===== src/rtl/core/dfla_pkg.sv =====
// Package for the descriptor free-list allocator: sizes, register indexes, codes,
// the controller state type and the structs between the queue and the control logic.
// No dependencies.
package dfla_pkg;

    // Queue depth and the widths that follow from it.
    localparam int SLOT_DEPTH = 1024;
    localparam int PTR_W      = (SLOT_DEPTH > 1) ? $clog2(SLOT_DEPTH) : 1;
    localparam int CNT_W      = $clog2(SLOT_DEPTH + 1);
    localparam int PUSH_W     = PTR_W + 1;

    // Fixed field widths.
    localparam int INDEX_W    = 10;
    localparam int ADDR_W     = 48;
    localparam int STRIDE_W   = 11;
    localparam int CAP_W      = 11;
    localparam int TYPE_W     = 2;
    localparam int ID_W       = 8;
    localparam int STATUS_W   = 2;
    localparam int COUNT_W    = 11;
    localparam int PROD_W     = INDEX_W + STRIDE_W;
    localparam int CFG_IDX_W  = 3;

    // Configuration register indexes.
    localparam logic [CFG_IDX_W-1:0] REG_CPU_BASE  = 3'd0;
    localparam logic [CFG_IDX_W-1:0] REG_GPU_BASE  = 3'd1;
    localparam logic [CFG_IDX_W-1:0] REG_STRIDE    = 3'd2;
    localparam logic [CFG_IDX_W-1:0] REG_CAPACITY  = 3'd3;
    localparam logic [CFG_IDX_W-1:0] REG_HEAP_TYPE = 3'd4;
    localparam logic [CFG_IDX_W-1:0] REG_HEAP_ID   = 3'd5;

    // Reset values.
    localparam logic [STRIDE_W-1:0] STRIDE_RESET = 11'd32;
    localparam logic [CAP_W-1:0]    CAP_RESET    = 11'd1024;
    localparam int CAP_EFF_RESET_I = (1024 > SLOT_DEPTH) ? SLOT_DEPTH : 1024;
    localparam logic [CNT_W-1:0] CAP_EFF_RESET = CNT_W'(CAP_EFF_RESET_I);
    localparam logic [PTR_W-1:0] WPTR_RESET    = PTR_W'(CAP_EFF_RESET_I % SLOT_DEPTH);

    // Operation codes.
    localparam logic OP_ALLOC = 1'b0;
    localparam logic OP_FREE  = 1'b1;

    // Status codes.
    localparam logic [STATUS_W-1:0] STATUS_OK          = 2'd0;
    localparam logic [STATUS_W-1:0] STATUS_EMPTY       = 2'd1;
    localparam logic [STATUS_W-1:0] STATUS_WRONG_OWNER = 2'd2;
    localparam logic [STATUS_W-1:0] STATUS_FULL        = 2'd3;

    // Heap types that are shader visible.
    localparam logic [TYPE_W-1:0] HEAP_SHADER_RESOURCE = 2'd0;
    localparam logic [TYPE_W-1:0] HEAP_SAMPLER         = 2'd2;

    typedef enum logic [1:0] {
        ST_IDLE,
        ST_READ,
        ST_CALC,
        ST_ADD
    } state_t;

    typedef struct packed {
        logic               refill;
        logic [CNT_W-1:0]   refill_cap;
        logic               rd_en;
        logic               pop;
        logic               push;
        logic [INDEX_W-1:0] push_index;
    } queue_cmd_t;

    typedef struct packed {
        logic [CNT_W-1:0]   free_total;
        logic [CNT_W-1:0]   alloc_total;
        logic [INDEX_W-1:0] head_index;
    } queue_stat_t;

    // Capacity register value clamped to the queue depth.
    function automatic logic [CNT_W-1:0] clamp_cap(input logic [CAP_W-1:0] cap);
        if (int'(cap) > SLOT_DEPTH) begin
            return CNT_W'(SLOT_DEPTH);
        end
        return CNT_W'(cap);
    endfunction

endpackage


===== src/rtl/core/dfla_addr.sv =====
// Address unit: registered slot-times-stride product, then the base additions.
// Depends on dfla_pkg.
module dfla_addr (
    input  logic                          clk,
    input  logic                          load,
    input  logic [dfla_pkg::INDEX_W-1:0]  slot,
    input  logic [dfla_pkg::STRIDE_W-1:0] stride,
    input  logic [dfla_pkg::ADDR_W-1:0]   cpu_base,
    input  logic [dfla_pkg::ADDR_W-1:0]   gpu_base,
    input  logic                          visible,
    output logic [dfla_pkg::ADDR_W-1:0]   cpu_sum,
    output logic [dfla_pkg::ADDR_W-1:0]   gpu_sum
);

    logic [dfla_pkg::PROD_W-1:0] prod_reg;
    logic [dfla_pkg::ADDR_W-1:0] offset;

    always_ff @(posedge clk)
    begin
        if (load) begin
            prod_reg <= slot * stride;
        end
    end

    // Sums wrap at the address width.
    assign offset  = dfla_pkg::ADDR_W'(prod_reg);
    assign cpu_sum = cpu_base + offset;
    assign gpu_sum = visible ? (gpu_base + offset) : gpu_base;

endmodule


===== config.mk =====
export PLATFORM = sky130hd
export DESIGN_NAME = dfla_addr
export DESIGN_NICKNAME = d
export VERILOG_FILES = /design/src/rtl/core/dfla_pkg.sv /design/src/rtl/core/dfla_addr.sv
export SDC_FILE = /design/constraint.sdc
export NUM_CORES = 1
export LEC_CHECK = 0
export ABC_AREA = 1
export BUFFER_PORTS_ARGS = -buffer_cell sky130_fd_sc_hd__buf_2
export CELL_PAD_IN_SITES_DETAIL_PLACEMENT = 2
export CELL_PAD_IN_SITES_GLOBAL_PLACEMENT = 2
export CORE_ASPECT_RATIO = 1.25
export CORE_MARGIN = 4
export CORE_UTILIZATION = 27
export CTS_BUF_LIST = sky130_fd_sc_hd__clkbuf_16
export DETAILED_ROUTE_END_ITERATION = 16
export GPL_TIMING_DRIVEN = 0
export HOLD_SLACK_MARGIN = 0.12
export PLACE_DENSITY = 0.87
export SYNTH_ARGS = -nofsm -noshare
export SYNTH_HDL_FRONTEND = slang
export SYNTH_SLANG_ARGS = --single-unit
export TNS_END_PERCENT = 1

===== constraint.sdc =====
create_clock -name clk -period 4.6 [get_ports clk]
set_input_delay 0.46 -clock clk [delete_from_list [all_inputs] [get_ports clk]]
set_output_delay 0.46 -clock clk [all_outputs]
set_load 0.01 [all_outputs]

**After elaboration in Yosys (flattened, before gate mapping)**

Cells that the tools add are included.

- Flip-flop bits (word level): 21
- Input bits: 120

- $add $sub $neg: 2
- $mul: 1
- Multiplexer cells: 1

Operators by type and width:

| kind | count |
|---|---|
| 48-bit by 21-bit adder with 48-bit output | 2 |
| 48-bit 2-to-1 mux | 1 |
| 10-bit by 11-bit multiplier with 21-bit output | 1 |

**Depth between registers and ports, before layout**

- Depth after elaboration: 2
- Mapped depth: 21

**Least setup slack after synthesis**

Ideal clock, no wire load.

- Path type: in2reg
- Start: input port stride[0] (netlist name)
- End: register prod_reg[20] (netlist name) (data pin)
- Library setup time: 252 ps
- Data arrival time: 4715 ps
- Path slack: -368 ps
- Stages on the path: 19
- Buffers on the path: 1
- Cell sequence: clkbuf_1 nand2_1 fa_1 fa_1 inv_1 fa_1 fa_1 inv_1 fa_1 inv_1 ha_1 a21oi_1 o21ai_0 a21oi_1 o21bai_1 nand2_1 nand2_1 nand2_1 nand2_1

- Cells in the longest elaborated chain, start to end: 1

RTL lines:

| what | line | RTL |
|---|---|---|
| start, declared | dfla_addr.sv:7 | `input logic [dfla_pkg::STRIDE_W-1:0] stride,` |
| 10-bit by 11-bit multiplier with 21-bit output | dfla_addr.sv:21 | `prod_reg <= slot * stride;` |
| end signal, assigned | dfla_addr.sv:21 |  |
| end, declared | dfla_addr.sv:15 | `logic [dfla_pkg::PROD_W-1:0] prod_reg;` |

Every way passes these cells.
A chain may end at the register's enable or synchronous reset.

**Worst setup path in the final report**

- Start: input port slot[6] (netlist name)
- End: register prod_reg[18] (netlist name) (data pin)

- Cells in the longest elaborated chain, start to end: 1

RTL lines:

| what | line | RTL |
|---|---|---|
| start, declared | dfla_addr.sv:6 | `input logic [dfla_pkg::INDEX_W-1:0] slot,` |
| 10-bit by 11-bit multiplier with 21-bit output | dfla_addr.sv:21 |  |

Every way passes these cells.

==> flow_summary.json <==
{
  "status": "complete, but fails checks",
  "violations": "negative setup slack",
  "cts_tree": "done",
  "clkPwrFrac_pct": 2.8,
  "synthDistinctLibCells": 41,
  "drcViolationCount": 0,
  "relSlewSlack_pct": 53.57,
  "io_buffers": 204,
  "p_int_mw": 2.957,
  "vias": 11890,
  "vdd_drop_max_v": 0.0003933,
  "routedWlPerCell_um": 20.90,
  "root_buffer": "clkbuf_16",
  "rsz0062_at_grt": "yes",
  "syn_to_final_growth_pct": 25.55,
  "synth-async-reset-ratio_pct": 0,
  "crit_arrival_ns": 4.74,
  "avgViaCountPerCell": 5.000,
  "leakage_nw": 7.106,
  "fin_nets": 2181,
  "seq_area_frac_synth_pct": 6.375,
  "final_area_um2": 12420,
  "io_pins": 216,
  "grt_use_met1_pct": 25.61,
  "die_w_um": 179.2,
  "comb_power_share_pct": 90.0,
  "cts.clk_slew.worst_paths_ns": 0.07,
  "synth_warnings": 0,
  "clock_sinks": 21,
  "synthesis.nets": 1945,
  "switching_share_pct": 59.69,
  "gr-usage-met3_pct": 1.927,
  "maxCapViolCount": 0,
  "worstPathRequired_ns": 4.62,
  "startpoint_type": "input pin",
  "grt_usage_pct": 23.31,
  "grt_pass1_wl_um": 72690,
  "setup_viol": 8,
  "finalHoldViolCount": 0,
  "ys.flop_type": "edfxtp_1",
  "grt-ovfl-total": 0,
  "dp_hpwl_um": 41350,
  "hold_ws_ns": 0.5718,
  "gp_congestion": 0.9867,
  "busiest_layer": "met2",
  "critPathMaxStageDelay_ns": 0.54,
  "antenna_found_initial": 6,
  "worstSetupEndpointType": "flop",
  "final_common_cell": "nand2_1",
  "synth_cells": 1655,
  "grt_max_degree": 22,
  "ant_nets": 0,
  "htree_levels": 1,
  "largest_register_ffs": 21,
  "grt_pass1_vias": 13370,
  "power_density_nw_per_um2": 590.7,
  "grtUsageMet2_pct": 45.58,
  "crit_type": "in -> reg",
  "cts_made_buffers": 3,
  "drt-initial-drc-count": 437,
  "tightest_slew_ns": 0.6964,
  "min_period_ns": 4.715,
  "pwr-share-seq_pct": 7.2,
  "hold_path_class": "in -> reg",
  "finalMaxSlewViolations": 0,
  "syn_area_um2": 9892,
  "synth_seq_cells": 21,
  "path_cells": "buf_2, clkbuf_8, nand2_1, fa_1, fa_1, inv_1, fa_2, fa_1, inv_1, fa_1, inv_2, ha_4, a21oi_4, o21ai_4, a21oi_4, inv_1, nand4_1, nand2_1, nand2_1, nand2_1",
  "wl_um": 49690,
  "rows": 78,
  "worst_slack_ns": -0.1150,
  "path_max_fanout": 10,
  "first_pass_iters": 5,
  "chipHeight_um": 222,
  "power.switching_mw": 4.379,
  "synth_edf_count": 21,
  "drive_above_1_share_pct": 20.21,
  "cpMaxStageDelayCell": "fa_1",
  "timing.fmax_mhz": 212.1,
  "placed_cell_area_um2": 11630,
  "die-area_um2": 39780,
  "cts_max_path_buffers": 2,
  "mostFrequentLayoutCells": "nand2_1, inv_1, buf_2",
  "avgSynthCellArea_um2": 5.977,
  "start_util_pct": 27.32,
  "fp.coreArea_um2": 36210,
  "finalCritPeriodShare_pct": 102.5
}
[metrics by stage]
step / total power, mW / setup TNS (ns) / utilization, % / worst slack, ns / instances
after global placement: 5.390 / -3.661 / 32.12 / -0.4920 / 2339
after global routing: 7.859 / -1.775 / 34.28 / -0.2192 / 2374
after floorplan: 3.894 / -0.1149 / - / -0.06483 / 1655
final: 7.336 / -0.4862 / 34.30 / -0.1150 / 2377
after CTS: 6.510 / -0.003952 / 33.60 / -0.003952 / 2362
after detailed placement: 5.726 / -6.347 / 32.12 / -0.7048 / 2339
[cells in the mapped netlist (2+ instances only)]
master    number  area [um2]
inv_2          2       7.510
nand3_2       10       100.1
or2_2          3       18.77
and2_1         3       18.77
fa_1          72        1441
a21oi_4        2       32.53
ha_1          98        1226
or2_1          3       18.77
nor3_1        22       110.1
nor2_4         5       56.30
a21oi_1       56       280.3
o21ai_0       34       170.2
nor2_1       110       412.9
o21bai_1      10       75.07
nand3_1       97       485.5
buf_2          3       15.01
o21ai_1        4       20.02
nand2_2       16       100.1
buf_1          5       18.77
o21ai_2        3       26.28
edfxtp_1      21       630.6
nor4_1         4       25.02
nand2_1      586        2200
o21bai_2       2       22.52
inv_1        335        1257
nand4_1       31       193.9
clkbuf_1      20       75.07
xor2_1        42       367.9
nor3b_1        2       15.01
nor3_2         7       70.07
xnor2_1       22       192.7
nand3b_1      14       105.1
a21o_1         2       15.01
nor2_2         2       12.51
[metal layers]
metal  routed length, um  part of all wire, %  up-vias
met5                   0                    0        -
met4                2179                  4.4        0
li1                    -                    -     5577
met2               26940                   54      301
met1               18730                   38     5907
met3                1843                  3.7      101
[power groups by stage]
stage                     sequential [mW]  clock [mW]  combinational [mW]
after floorplan                     0.433           0                3.46
after global placement              0.519           0                4.87
after detailed placement            0.523           0                5.20
after CTS                           0.519       0.197                5.79
after global routing                0.520       0.215                7.12
final                               0.526       0.206                6.60
[area by class of cell]
cell class / instances / area, um2
Antenna cell: 7 / 17.52
Buffer: 23 / 214.0
Clock buffer: 3 / 75.07
Clock inverter: 1 / 7.507
Fill cell: 4563 / 23790
Inverter: 337 / 1265
Multi-Input combinational cell: 1269 / 8297
Sequential cell: 21 / 630.6
Tap cell: 480 / 600.6
Timing Repair Buffer: 236 / 1313
[critical path: cells and delay by family]
family / cells / cell delay [ns]
compound gates: 3 / 0.57
fa+ha+maj: 6 / 2.75
simple gates: 5 / 0.40
buf+inv: 6 / 0.55
[kinds of logic after synthesis]
kind of cell / after synthesis / synth area share, %
xor gates and xnor gates: 64 / 5.667
and+or+nand+nor: 918 / 40.16
adders and majority gates: 170 / 26.97
DFF: 21 / 6.375
buffers and inverters: 365 / 13.89
AOI/OAI and AO/OA: 117 / 6.944
[path summary, 6_finish.rpt]
kind | start | end | slack (ns) | depth (start not counted)
max | slot[6] | prod_reg[18] | -0.11 | 20
min | slot[0] | prod_reg[0] | 0.57 | 3
[timing repair]
action                                  CTS  global route
gates resized for setup                  72            44
buffers inserted                         23             9
endpoints found under the setup margin   12            11
pin swaps                                39            33
hold buffers                              0             0
Note: power is estimated with default switching activity, not from simulation.
